===== src/rtl/lef_pkg.sv =====
// Shared constants, result codes and character classes for the line tokenizer.
// Used by lef_mac10, lef_scan and line_edit_field_tokenizer_unit; no dependencies.
package lef_pkg;

  // Character codes the line editor and the scanner react to.
  localparam logic [7:0] ASCII_BS    = 8'd8;
  localparam logic [7:0] ASCII_LF    = 8'd10;
  localparam logic [7:0] ASCII_CR    = 8'd13;
  localparam logic [7:0] ASCII_SPACE = 8'd32;
  localparam logic [7:0] ASCII_TILDE = 8'd126;
  localparam logic [7:0] ASCII_DEL   = 8'd127;
  localparam logic [7:0] ASCII_ZERO  = 8'd48;
  localparam logic [7:0] ASCII_NINE  = 8'd57;
  localparam logic [7:0] ASCII_UP_A  = 8'd65;
  localparam logic [7:0] ASCII_UP_Z  = 8'd90;
  localparam logic [7:0] ASCII_LO_A  = 8'd97;
  localparam logic [7:0] ASCII_LO_Z  = 8'd122;

  // Field kind codes carried on the result tuser.
  localparam int unsigned KIND_W = 2;
  localparam logic [KIND_W-1:0] KIND_ALPHA = 2'd0;
  localparam logic [KIND_W-1:0] KIND_NUM   = 2'd1;
  localparam logic [KIND_W-1:0] KIND_EMPTY = 2'd2;

  // Result field widths and their place in the result tdata.
  localparam int unsigned FIDX_OUT_W  = 3;
  localparam int unsigned START_OUT_W = 6;
  localparam int unsigned LEN_OUT_W   = 7;
  localparam int unsigned VAL_W       = 32;
  localparam int unsigned TOTAL_OUT_W = 4;
  localparam int unsigned DATA_BITS   = FIDX_OUT_W + START_OUT_W + LEN_OUT_W + VAL_W
                                        + TOTAL_OUT_W;
  localparam int unsigned TDATA_W     = ((DATA_BITS + 7) / 8) * 8;
  localparam int unsigned TPAD_W      = TDATA_W - DATA_BITS;

  function automatic logic is_digit(input logic [7:0] c);
    return (c >= ASCII_ZERO) && (c <= ASCII_NINE);
  endfunction

  function automatic logic is_letter(input logic [7:0] c);
    return ((c >= ASCII_UP_A) && (c <= ASCII_UP_Z)) ||
           ((c >= ASCII_LO_A) && (c <= ASCII_LO_Z));
  endfunction

endpackage


===== src/rtl/lef_mac10.sv =====
// Decimal accumulate unit: acc * 10 + (char - '0'), modulo 2^32.
// Depends on lef_pkg for the value width and the digit base code.
module lef_mac10 import lef_pkg::*; (
  input  logic [VAL_W-1:0] acc_i,
  input  logic [7:0]       char_i,
  output logic [VAL_W-1:0] acc_o
);

  // Times ten as two shifted copies, then the digit offset.
  assign acc_o = (acc_i << 3) + (acc_i << 1) + VAL_W'(char_i) - VAL_W'(ASCII_ZERO);

endmodule


===== src/rtl/lef_scan.sv =====
// Line scan sequencer: walks the stored line once, builds field records, then sends
// one result item per recorded field (one empty item if none). Depends on lef_pkg and lef_mac10.
module lef_scan import lef_pkg::*; #(
  parameter int unsigned LINE_CHARS  = 64,
  parameter int unsigned FIELD_LIMIT = 8
) (
  input  logic                                 clk_i,
  input  logic                                 rst_ni,
  input  logic                                 start_i,
  input  logic [$clog2(LINE_CHARS+1)-1:0]      line_len_i,
  output logic                                 idle_o,
  output logic                                 rd_en_o,
  output logic [$clog2(LINE_CHARS)-1:0]        rd_addr_o,
  input  logic [7:0]                           rd_data_i,
  output logic                                 m_axis_tvalid_o,
  input  logic                                 m_axis_tready_i,
  output logic [TDATA_W-1:0]                   m_axis_tdata_o,
  output logic [KIND_W-1:0]                    m_axis_tuser_o,
  output logic                                 m_axis_tlast_o
);

  localparam int unsigned CNT_W  = $clog2(LINE_CHARS + 1);
  localparam int unsigned POS_W  = $clog2(LINE_CHARS);
  localparam int unsigned FCNT_W = $clog2(FIELD_LIMIT + 1);
  localparam int unsigned FIDX_W = (FIELD_LIMIT > 1) ? $clog2(FIELD_LIMIT) : 1;

  typedef enum logic [1:0] {
    S_IDLE,
    S_SCAN,
    S_EMIT
  } state_e;

  state_e              state_q;
  logic [CNT_W-1:0]    len_q;
  logic [CNT_W-1:0]    idx_q;
  logic                rd_vld_q;
  logic [POS_W-1:0]    rd_pos_q;
  logic                prev_delim_q;
  logic [FCNT_W-1:0]   n_q;
  logic [FIDX_W-1:0]   cur_q;
  logic [VAL_W-1:0]    acc_q;
  logic [CNT_W-1:0]    run_len_q;
  logic [FIDX_W-1:0]   e_idx_q;

  // Output register.
  logic                      out_vld_q;
  logic [FIDX_OUT_W-1:0]     out_idx_q;
  logic [KIND_W-1:0]         out_kind_q;
  logic [START_OUT_W-1:0]    out_start_q;
  logic [LEN_OUT_W-1:0]      out_len_q;
  logic [VAL_W-1:0]          out_val_q;
  logic [TOTAL_OUT_W-1:0]    out_total_q;
  logic                      out_last_q;

  // Field records, one per reported field.
  logic [POS_W-1:0]    rec_st  [FIELD_LIMIT];
  logic [CNT_W-1:0]    rec_len [FIELD_LIMIT];
  logic [VAL_W-1:0]    rec_val [FIELD_LIMIT];
  logic                rec_num [FIELD_LIMIT];

  logic                c_digit;
  logic                c_alnum;
  logic                new_fld;
  logic                fields_full;
  logic                brk;
  logic                step;
  logic                more;
  logic                issue;
  logic                scan_done;
  logic [FIDX_W-1:0]   wi;
  logic [VAL_W-1:0]    mac_acc;
  logic [VAL_W-1:0]    mac_out;
  logic [CNT_W-1:0]    run_len_d;
  logic [FIDX_W-1:0]   ld_k;
  logic                ld_empty;
  logic                ld_last;

  // Classify the character that came back from the line store.
  always_comb begin
    c_digit     = is_digit(rd_data_i);
    c_alnum     = c_digit || is_letter(rd_data_i);
    new_fld     = (state_q == S_SCAN) && rd_vld_q && c_alnum && prev_delim_q;
    fields_full = (n_q == FCNT_W'(FIELD_LIMIT));
    brk         = new_fld && fields_full;
    step        = (state_q == S_SCAN) && rd_vld_q && c_alnum && !brk;
    wi          = new_fld ? FIDX_W'(n_q) : cur_q;
    mac_acc     = new_fld ? '0 : acc_q;
    run_len_d   = new_fld ? CNT_W'(1) : run_len_q + CNT_W'(1);
    more        = (idx_q < len_q);
    issue       = (state_q == S_SCAN) && more && !brk;
    scan_done   = (state_q == S_SCAN) && (brk || (!more && !rd_vld_q));
  end

  lef_mac10 u_mac10 (
    .acc_i  (mac_acc),
    .char_i (rd_data_i),
    .acc_o  (mac_out)
  );

  assign rd_en_o   = issue;
  assign rd_addr_o = idx_q[POS_W-1:0];
  assign idle_o    = (state_q == S_IDLE);

  // Record to load into the output register next.
  always_comb begin
    ld_k     = (state_q == S_SCAN) ? '0 : e_idx_q + FIDX_W'(1);
    ld_empty = (n_q == '0);
    ld_last  = ld_empty || ((FCNT_W'(ld_k) + FCNT_W'(1)) == n_q);
  end

  // Field record writes during the scan.
  always_ff @(posedge clk_i) begin
    if (step) begin
      rec_len[wi] <= run_len_d;
      rec_val[wi] <= mac_out;
      if (new_fld) begin
        rec_st[wi]  <= rd_pos_q;
        rec_num[wi] <= c_digit;
      end
    end
  end

  // Sequencer state and output register.
  always_ff @(posedge clk_i or negedge rst_ni) begin
    if (!rst_ni) begin
      state_q      <= S_IDLE;
      len_q        <= '0;
      idx_q        <= '0;
      rd_vld_q     <= 1'b0;
      rd_pos_q     <= '0;
      prev_delim_q <= 1'b1;
      n_q          <= '0;
      cur_q        <= '0;
      acc_q        <= '0;
      run_len_q    <= '0;
      e_idx_q      <= '0;
      out_vld_q    <= 1'b0;
      out_idx_q    <= '0;
      out_kind_q   <= KIND_EMPTY;
      out_start_q  <= '0;
      out_len_q    <= '0;
      out_val_q    <= '0;
      out_total_q  <= '0;
      out_last_q   <= 1'b0;
    end else begin
      unique case (state_q)
        S_IDLE: begin
          if (start_i) begin
            len_q        <= line_len_i;
            idx_q        <= '0;
            rd_vld_q     <= 1'b0;
            prev_delim_q <= 1'b1;
            n_q          <= '0;
            state_q      <= S_SCAN;
          end
        end
        S_SCAN: begin
          rd_vld_q <= issue;
          rd_pos_q <= idx_q[POS_W-1:0];
          if (issue) begin
            idx_q <= idx_q + CNT_W'(1);
          end
          if (rd_vld_q) begin
            prev_delim_q <= !c_alnum;
          end
          if (step) begin
            acc_q     <= mac_out;
            run_len_q <= run_len_d;
            cur_q     <= wi;
            if (new_fld) begin
              n_q <= n_q + FCNT_W'(1);
            end
          end
          if (scan_done) begin
            state_q <= S_EMIT;
            e_idx_q <= '0;
          end
        end
        S_EMIT: begin
          if (out_vld_q && m_axis_tready_i) begin
            if (out_last_q) begin
              state_q <= S_IDLE;
            end else begin
              e_idx_q <= ld_k;
            end
          end
        end
        default: begin
          state_q <= S_IDLE;
        end
      endcase

      // Load a result when the scan ends or the previous result is taken.
      if (scan_done || (state_q == S_EMIT && out_vld_q && m_axis_tready_i && !out_last_q))
      begin
        out_vld_q   <= 1'b1;
        out_total_q <= TOTAL_OUT_W'(n_q);
        out_last_q  <= ld_last;
        if (ld_empty) begin
          out_idx_q   <= '0;
          out_kind_q  <= KIND_EMPTY;
          out_start_q <= '0;
          out_len_q   <= '0;
          out_val_q   <= '0;
        end else begin
          out_idx_q   <= FIDX_OUT_W'(ld_k);
          out_kind_q  <= rec_num[ld_k] ? KIND_NUM : KIND_ALPHA;
          out_start_q <= START_OUT_W'(rec_st[ld_k]);
          out_len_q   <= LEN_OUT_W'(rec_len[ld_k]);
          out_val_q   <= rec_num[ld_k] ? rec_val[ld_k] : '0;
        end
      end else if (state_q == S_EMIT && out_vld_q && m_axis_tready_i) begin
        out_vld_q <= 1'b0;
      end
    end
  end

  assign m_axis_tvalid_o = out_vld_q;
  assign m_axis_tdata_o  = {{TPAD_W{1'b0}}, out_total_q, out_val_q, out_len_q,
                            out_start_q, out_idx_q};
  assign m_axis_tuser_o  = out_kind_q;
  assign m_axis_tlast_o  = out_last_q;

endmodule


===== src/rtl/line_edit_field_tokenizer_unit.sv =====
// Top level of the line tokenizer: line editing, the line store and the scan.
// Depends on lef_pkg and lef_scan (which uses lef_mac10).
//
//  Channel   Dir  Signals                  Content
//  s_axis    in   tvalid/tready/tdata[7:0] rx_byte
//  m_axis    out  tvalid/tready/tdata/     one field record per item,
//                 tuser/tlast              tlast on the final field of a line
//
// A byte that edits the line is taken while no scan runs. A byte that ends the
// line starts a scan of the line store, one character per cycle through its single
// read port; the result items follow, and the result side may stall them. No input
// item is accepted from the end of a line until its last result item is taken.
// Reset clears the character count; the line store holds no reset value and only
// written positions are scanned.
module line_edit_field_tokenizer_unit import lef_pkg::*; #(
  parameter int unsigned LINE_CHARS  = 64,
  parameter int unsigned FIELD_LIMIT = 8
) (
  input  logic                clk_i,
  input  logic                rst_ni,
  input  logic                s_axis_tvalid_i,
  output logic                s_axis_tready_o,
  input  logic [7:0]          s_axis_tdata_i,  // [7:0] rx_byte
  output logic                m_axis_tvalid_o,
  input  logic                m_axis_tready_i,
  // [2:0] field_index, [8:3] field_start, [15:9] field_length,
  // [47:16] field_value, [51:48] field_total, [55:52] zero
  output logic [TDATA_W-1:0]  m_axis_tdata_o,
  output logic [KIND_W-1:0]   m_axis_tuser_o,  // [1:0] field_kind
  output logic                m_axis_tlast_o   // last_field
);

  localparam int unsigned CNT_W = $clog2(LINE_CHARS + 1);
  localparam int unsigned POS_W = $clog2(LINE_CHARS);

  logic [7:0]        line_mem [LINE_CHARS];
  logic [7:0]        rd_data_q;
  logic [CNT_W-1:0]  cnt_q;

  logic              scan_idle;
  logic              rd_en;
  logic [POS_W-1:0]  rd_addr;
  logic              accept;
  logic              is_erase;
  logic              is_eol;
  logic              is_print;
  logic              line_full;
  logic              start;
  logic              store;

  // Decode the received byte.
  always_comb begin
    accept    = s_axis_tvalid_i && scan_idle;
    is_erase  = (s_axis_tdata_i == ASCII_BS) || (s_axis_tdata_i == ASCII_DEL);
    is_eol    = (s_axis_tdata_i == ASCII_LF) || (s_axis_tdata_i == ASCII_CR);
    is_print  = (s_axis_tdata_i >= ASCII_SPACE) && (s_axis_tdata_i <= ASCII_TILDE);
    line_full = (cnt_q == CNT_W'(LINE_CHARS));
    start     = accept && !is_erase && (is_eol || line_full);
    store     = accept && !is_erase && !is_eol && !line_full && is_print;
  end

  assign s_axis_tready_o = scan_idle;

  // Character count: erase, append, or clear at the end of a line.
  always_ff @(posedge clk_i or negedge rst_ni) begin
    if (!rst_ni) begin
      cnt_q <= '0;
    end else if (accept) begin
      if (is_erase) begin
        if (cnt_q != '0) begin
          cnt_q <= cnt_q - CNT_W'(1);
        end
      end else if (start) begin
        cnt_q <= '0;
      end else if (store) begin
        cnt_q <= cnt_q + CNT_W'(1);
      end
    end
  end

  // Line store: one write port for editing, one registered read port for the scan.
  always_ff @(posedge clk_i) begin
    if (store) begin
      line_mem[cnt_q[POS_W-1:0]] <= s_axis_tdata_i;
    end
    if (rd_en) begin
      rd_data_q <= line_mem[rd_addr];
    end
  end

  lef_scan #(
    .LINE_CHARS  (LINE_CHARS),
    .FIELD_LIMIT (FIELD_LIMIT)
  ) u_scan (
    .clk_i           (clk_i),
    .rst_ni          (rst_ni),
    .start_i         (start),
    .line_len_i      (cnt_q),
    .idle_o          (scan_idle),
    .rd_en_o         (rd_en),
    .rd_addr_o       (rd_addr),
    .rd_data_i       (rd_data_q),
    .m_axis_tvalid_o (m_axis_tvalid_o),
    .m_axis_tready_i (m_axis_tready_i),
    .m_axis_tdata_o  (m_axis_tdata_o),
    .m_axis_tuser_o  (m_axis_tuser_o),
    .m_axis_tlast_o  (m_axis_tlast_o)
  );

endmodule

===== config.mk =====
export PLATFORM = sky130hd
export DESIGN_NAME = line_edit_field_tokenizer_unit
export DESIGN_NICKNAME = d
export VERILOG_FILES = /design/src/rtl/lef_pkg.sv /design/src/rtl/lef_mac10.sv /design/src/rtl/lef_scan.sv /design/src/rtl/line_edit_field_tokenizer_unit.sv
export SDC_FILE = /design/constraint.sdc
export NUM_CORES = 1
export LEC_CHECK = 0
export ABC_AREA = 1
export BUFFER_PORTS_ARGS = -buffer_cell sky130_fd_sc_hd__buf_2
export CORE_MARGIN = 4
export CORE_UTILIZATION = 51
export CTS_CLUSTER_SIZE = 16
export DETAILED_ROUTE_END_ITERATION = 10
export PLACE_DENSITY = 0.69
export SLEW_MARGIN = 10
export SYNTH_ARGS = -nofsm -noshare
export SYNTH_HDL_FRONTEND = slang
export SYNTH_SLANG_ARGS = --single-unit

===== constraint.sdc =====
create_clock -name clk_i -period 4.6 [get_ports clk_i]
set_input_delay 0.92 -clock clk_i [delete_from_list [all_inputs] [get_ports clk_i]]
set_output_delay 0.92 -clock clk_i [all_outputs]
set_load 0.02 [all_outputs]

=== Yosys cells after proc, flatten, opt, wreduce, memory -nomap -nowiden ===
Memory sizes are Yosys's and may differ from the RTL's. A register that Yosys moved wholly into a read port is not among the register bits.
Index checks and enable logic that the tools add are counted.

* Flip-flop bits (word level): 135
* Memory bits (writable): 880
* Input bits: 12
* Output and inout bits: 61
* Memories: 5

* Add/sub/neg operators: 10
* Magnitude comparators: 9
* Eq/ne operators: 19
* Multiplexer cells: 45
* Reductions and logical operators: 55

{| class="wikitable"
|+ Memory list
! memory !! depth !! bits a word !! read ports !! clocked after Yosys merged registers in !! write ports !! line !! RTL
|-
| line_mem || 64 || 8 || 1 || 1 || 1 || line_edit_field_tokenizer_unit.sv:36 || <nowiki>logic [7:0] line_mem [LINE_CHARS];</nowiki>
|-
| u_scan.rec_val || 8 || 32 || 1 || 0 || 1 || lef_scan.sv:58 || <nowiki>logic [VAL_W-1:0] rec_val [FIELD_LIMIT];</nowiki>
|-
| u_scan.rec_len || 8 || 7 || 1 || 0 || 1 || lef_scan.sv:57 || <nowiki>logic [CNT_W-1:0] rec_len [FIELD_LIMIT];</nowiki>
|-
| u_scan.rec_st || 8 || 6 || 1 || 0 || 1 || lef_scan.sv:56 || <nowiki>logic [POS_W-1:0] rec_st [FIELD_LIMIT];</nowiki>
|-
| u_scan.rec_num || 8 || 1 || 1 || 0 || 1 || lef_scan.sv:59 || <nowiki>logic rec_num [FIELD_LIMIT];</nowiki>
|}

{| class="wikitable"
|+ Operator list
! kind !! count
|-
| 32-bit 2-to-1 mux || 2
|-
| 7-bit 2-to-1 mux || 8
|-
| 32-bit adder || 1
|-
| 32-bit by 8-bit adder with 32-bit output || 1
|-
| 32-bit by 6-bit subtractor with 32-bit output, second input constant || 1
|-
| 31-bit 2-to-1 mux || 1
|-
| 8-bit by 4-bit == test with 1-bit output, second input constant || 3
|-
| 8-bit by 7-bit <= comparator with 1-bit output, second input constant || 3
|-
| 1-bit logical AND || 23
|-
| 7-bit by 1-bit adder with 7-bit output, second input constant || 3
|-
| 3-bit 2-to-1 mux || 6
|-
| 8-bit by 6-bit >= comparator with 1-bit output, second input constant || 2
|-
| 8-bit by 7-bit >= comparator with 1-bit output, second input constant || 2
|-
| 2-bit by 1-bit != test with 1-bit output, second input constant || 8
|-
| 7-bit one-hot mux with 2 select lines || 1
|-
| 1-bit 2-to-1 mux || 13
|-
| 4-bit 2-to-1 mux || 3
|-
| 4-bit AND reduction || 3
|-
| 2-bit 2-to-1 mux || 5
|-
| 3-bit AND reduction || 3
|-
| 8-bit by 7-bit == test with 1-bit output, second input constant || 1
|-
| 8-bit by 6-bit <= comparator with 1-bit output, second input constant || 1
|-
| 1-bit zero test || 8
|-
| 1-bit logical OR || 8
|-
| 22 further kinds || 28
|}

=== Logic depth before layout (Yosys ltp) ===
* Depth after elaboration: 11
* Mapped depth: 29
* Depth with buffers taken out: 27

=== Modules after synthesis ===
Synthesis repeated with hierarchy kept, for this count alone.

* Cells, all modules: 4677
* Area, all modules: 46807.4 um^2

{| class="wikitable"
|+ By module, submodules not included
! module !! instances !! cells each !! area each (um^2)
|-
| line_edit_field_tokenizer_unit || 1 || 1951 || 22126.2
|-
| lef_scan || 1 || 2131 || 21294.2
|-
| lef_mac10 || 1 || 595 || 3387.0
|}

=== Worst setup path after synthesis ===
No wires, ideal clock.

* Kind: flip-flop to flip-flop
* Start: reg rd_data_q[0] (read register of line_mem)
* End: mem u_scan.rec_val[0][27], data pin
* Library setup time: 236 ps
* Arrival: 3869 ps
* Data required time: 4364 ps
* Slack: 495 ps
* Cell stages (with the launch flop): 22
* Buffers on the path: 2
* Clock period less this slack: 4105 ps
* Cell sequence: edfxtp_1 > nor2_1 > nand3_1 > nor2_1 > nor2_1 > nand2_1 > nand3_4 > nand3_2 > buf_2 > buf_2 > nand2_1 > ha_1 > inv_1 > fa_1 > inv_1 > fa_1 > o21ai_0 > nand2_1 > nand2_1 > nand4_1 > nand3_1 > xor2_1

* Longest elaborated chain between the ends: 10
* Elaborated cells on any way between the ends: 17
* Those cells by class: add/sub: 3; order compare: 6; mux: 1; reduce/logical: 7

{| class="wikitable"
|+ RTL lines
! element !! line !! RTL
|-
| from (decl) || line_edit_field_tokenizer_unit.sv:37 || <nowiki>logic [7:0] rd_data_q;</nowiki>
|-
| 8-bit by 7-bit >= comparator with 1-bit output (tied with other cells) || lef_pkg.sv:41 || <nowiki>return ((c >= ASCII_UP_A) && (c <= ASCII_UP_Z)) ||</nowiki>
|-
| 1-bit logical AND, on equally long branches || lef_pkg.sv:41, lef_pkg.sv:42 ||
|-
| 1-bit logical OR || lef_pkg.sv:41 ||
|-
| 1-bit logical OR || lef_scan.sv:81 || <nowiki>c_alnum = c_digit || is_letter(rd_data_i);</nowiki>
|-
| 1-bit logical AND (2 in a row) || lef_scan.sv:82 || <nowiki>new_fld = (state_q == S_SCAN) && rd_vld_q && c_alnum && prev_delim_q;</nowiki>
|-
| 31-bit 2-to-1 mux || lef_scan.sv:87 || <nowiki>mac_acc = new_fld ? '0 : acc_q;</nowiki>
|-
| 32-bit adder || lef_mac10.sv:10 || <nowiki>assign acc_o = (acc_i << 3) + (acc_i << 1) + VAL_W'(char_i) - VAL_W'(ASCII_ZERO);</nowiki>
|-
| 32-bit by 8-bit adder with 32-bit output (*) || lef_mac10.sv:10 ||
|-
| 32-bit by 6-bit subtractor with 32-bit output (*) || lef_mac10.sv:10 ||
|-
| net u_scan.mac_out[27] || lef_scan.sv:72 || <nowiki>logic [VAL_W-1:0] mac_out;</nowiki>
|-
| to (decl) || lef_scan.sv:58 ||
|}

Mark *: on every way through the listed nets, which the timed path passes. The rest lies on a longest branch.

=== Worst setup path in the final report ===
* Start: reg rd_data_q[3] (read register of line_mem)
* End: mem u_scan.rec_val[4][10], data pin

Same word-level chain as after synthesis.

==> results.ini <==
[outcome]
outcome=finished, final reports clean

[critical_path]
cpPeakStageDelay_ps=480
crit_path_frequent_cell=nand2_1
cp-startpoint=rd_data_q[3]
slowest_stage=edfxtp_1
crit_type=flop to flop
path_cells=nand2_1 > nand2_1 > nand3_1 > nand2_1 > nand2_1 > nand2_1 > nand3_4 > nand3_4 > nand2_1 > xor2_1 > inv_1 > ha_1 > a31o_2 > fa_1 > ha_1 > a21oi_1 > a21boi_1 > buf_4 > o21ai_0 > xor2_1 > inv_1
crit_path_max_fanout=8
critPathArrivalTime_ps=4740
timing.rr.start=rd_data_q[3]
ff2ff_path_depth=21
cp.required_ps=4980
start_kind=flop
cp-end-kind=flop
reg2reg_slack_ps=240
reg2reg_to=u_scan.rec_val[4][10]

[finish]
post-route-util=0.582
final_nets=4138
synthToLayoutAreaGrowth_pct=12.5
drive_gt1_frac=0.100
layout.cells.non_filler=5256
antenna_cells=0

[route]
drc=0
postRouteWirelength_um=107000
ant_nets=0
viasPerCell=5.75
first_pass_iters=6
wl_per_cell_um=20.4
vias=30200
initialDrtViolationCount=2877

[floorplan]
fp.dieH_um=303
initial_core_util=0.517
rows=107
die_area_um2=91600
die-width_um=303
io_pins=73
core_um2=85700

[placed_design]
dp_cells=5062
gp_congestion=0.915
dpl.hpwl_um=64000
port_buffers=68

[logic_synthesis]
yosysWarnings=0
ys.flop_type=edfxtp_1
synth_edf_count=888
ys_seq_area_frac=0.678
yosysTopAreaCellShare=0.602
synth-compound-area-share=0.100
ys_types=49
yosys.area.top_type=edfxtp_1
synth_xor_area_frac=0.00850
synth_fa_ha_area_frac=0.0289
synth_mux_area_frac=0
synth_cells=3937
synth_top_family_by_area=simple AND/OR/NAND/NOR gates
yosys.area_share.simple=0.146
synth_most_common_cell=edfxtp_1
synth.avg_cell_area_um2=11.3
synthArstFlopShare=0.132
netlist_area_um2=44300
yosys-top-cells-area=edfxtp_1 60%, dfrtp_1 7.5%, nand2_1 7.4%, o21ai_0 4.1%, nor2_1 3.5%
synth_seq_cells=1023
ys_top_cells_by_count=888 x edfxtp_1, 872 x nand2_1, 415 x nor2_1, 365 x o21ai_0, 188 x a21oi_1

[power_and_ir_drop]
vdd_drop_max_mv=0.634
power_density_nw_per_um2=670
p_leak_nw=19.2
power_w=0.0334

[sta]
hold_viol=0
max_slew_margin=0.331
fin_skew_ps=23.8
period_needed_ps=4360
tns_ps=0
rsz0062_at_grt=no
finalSetupViolations=0
slew_violations=0
worst_slew_pin_slew_ps=1000
max_freq_mhz=229
fin_crit_sh=0.948

[cts]
cts_tree=yes
cts_root_buffer=clkbuf_16
clkSinkCount=1023
cts_inserted_buffers=103
path_clk_slew_ps=60
cts_buffer_depth=3
cts_max_level=3
insertion_delay_ps=670

[worst_hold_path]
hold_path.class=input pin to async pin

[grt]
grt-ovfl-total=0
grt_max_degree=173
grt_pass1_vias=28800
grtUsageTotal=0.232
grt_first_pass_wirelength_um=166000
antenna_found_initial=1

[flow_run]
drv_cap=0

==> layout by cell type (no fill, tap or decap), drive strengths merged, types with 3 or more instances in the layout <==
cell type,netlist,final
clkbuf,136,131
conb,1,4
nand2,879,879
buf,93,209
edfxtp,888,888
ha,96,96
nor2,417,417
o22ai,97,97
o211ai,17,17
xor2,35,36
o21a,3,3
o31ai,3,3
nand4,42,42
a31oi,4,4
a21oi,189,189
a32o,26,26
dfrtp,133,133
fa,4,4
inv,174,177
nand3,179,179
nand3b,6,6
nor3,55,55
clkinv,4,50
o221ai,50,50
a21o,4,4
nor4,6,6
o21ai,377,377
xnor2,8,8
bufinv,0,11
==> critical path: cells and delay by family (launching register included) <==
| kind | cells | cell delay [ps] |
|---|---|---|
| xor gates and xnor gates | 2 | 470 |
| DFF | 1 | 480 |
| AOI/OAI and AO/OA | 4 | 810 |
| buffers and inverters | 3 | 390 |
| and+or+nand+nor | 9 | 950 |
| adders and majority gates | 3 | 970 |
==> per-stage QoR <==
stage	instance area, um^2	setup WS (ps)	hold slack (ps)
finish	49800	241	252
CTS	49700	53.5	270
global placement	46300	153	455
detailed placement	46300	94.7	459
floorplan	44300	495	442
global route	49800	10.2	295
==> layer usage <==
metal | part of all wire | wire [um] | up-vias | global-route usage
met4 | 0.031 | 3370 | 2 | 0.0799
met1 | 0.42 | 44700 | 14600 | 0.320
met3 | 0.073 | 7790 | 203 | 0.0315
met5 | 0.00012 | 13 | - | 0
li1 | - | - | 14100 | -
met2 | 0.48 | 51400 | 1230 | 0.382
==> logic make-up after synthesis <==
family	count (synthesis)
compound gates	777
simple gates	1586
flops	1023
buf+inv	407
other cells	1
fa+ha+maj	100
xor+xnor	43
==> final cells by class <==
type / instances / area (um^2)
Clock buffer: 131 / 2770
Clock inverter: 60 / 623
Fill cell: 6971 / 35800
Inverter: 178 / 677
Multi-Input combinational cell: 2511 / 12800
Sequential cell: 1023 / 30100
Tap cell: 1144 / 1430
Timing Repair Buffer: 209 / 1520
==> worst max path at each step <==
stage / slack [ps] / endpoint / cells after the start
floorplan: 490 / u_scan.rec_val[0][27] / 21
global placement: 150 / u_scan.rec_val[5][19] / 19
detailed placement: 90 / u_scan.rec_val[4][24] / 21
CTS: 50 / u_scan.rec_val[5][24] / 21
global route: 10 / u_scan.rec_val[5][12] / 19
finish: 240 / u_scan.rec_val[4][10] / 21
==> state kept, by name, summed over array words and instances, names as in the netlist, 8 cells and up <==
signal and cells:
u_scan.acc_q 31, line_mem 512, u_scan.rec_st 48, rd_data_q 8, u_scan.rec_len 56, u_scan.rec_num 8, u_scan.out_val_q 32, u_scan.rec_val 256
==> power by group <==
group	switching (W)	internal [W]	leakage, nW	total [W]
logic	0.00831	0.00352	7.73	0.0118
clock network	0.00347	0.00487	1.66	0.00834
registers	0.000351	0.0129	9.80	0.0132
==> timing repair <==
item | in CTS | in global routing
hold endpoints to repair | 0 | 0
hold buffers | 0 | 0
gates resized for setup | 0 | 19
setup endpoints to repair | 0 | 161
buffers inserted | 0 | 2
No activity file was read; power rests on OpenSTA's default activity.
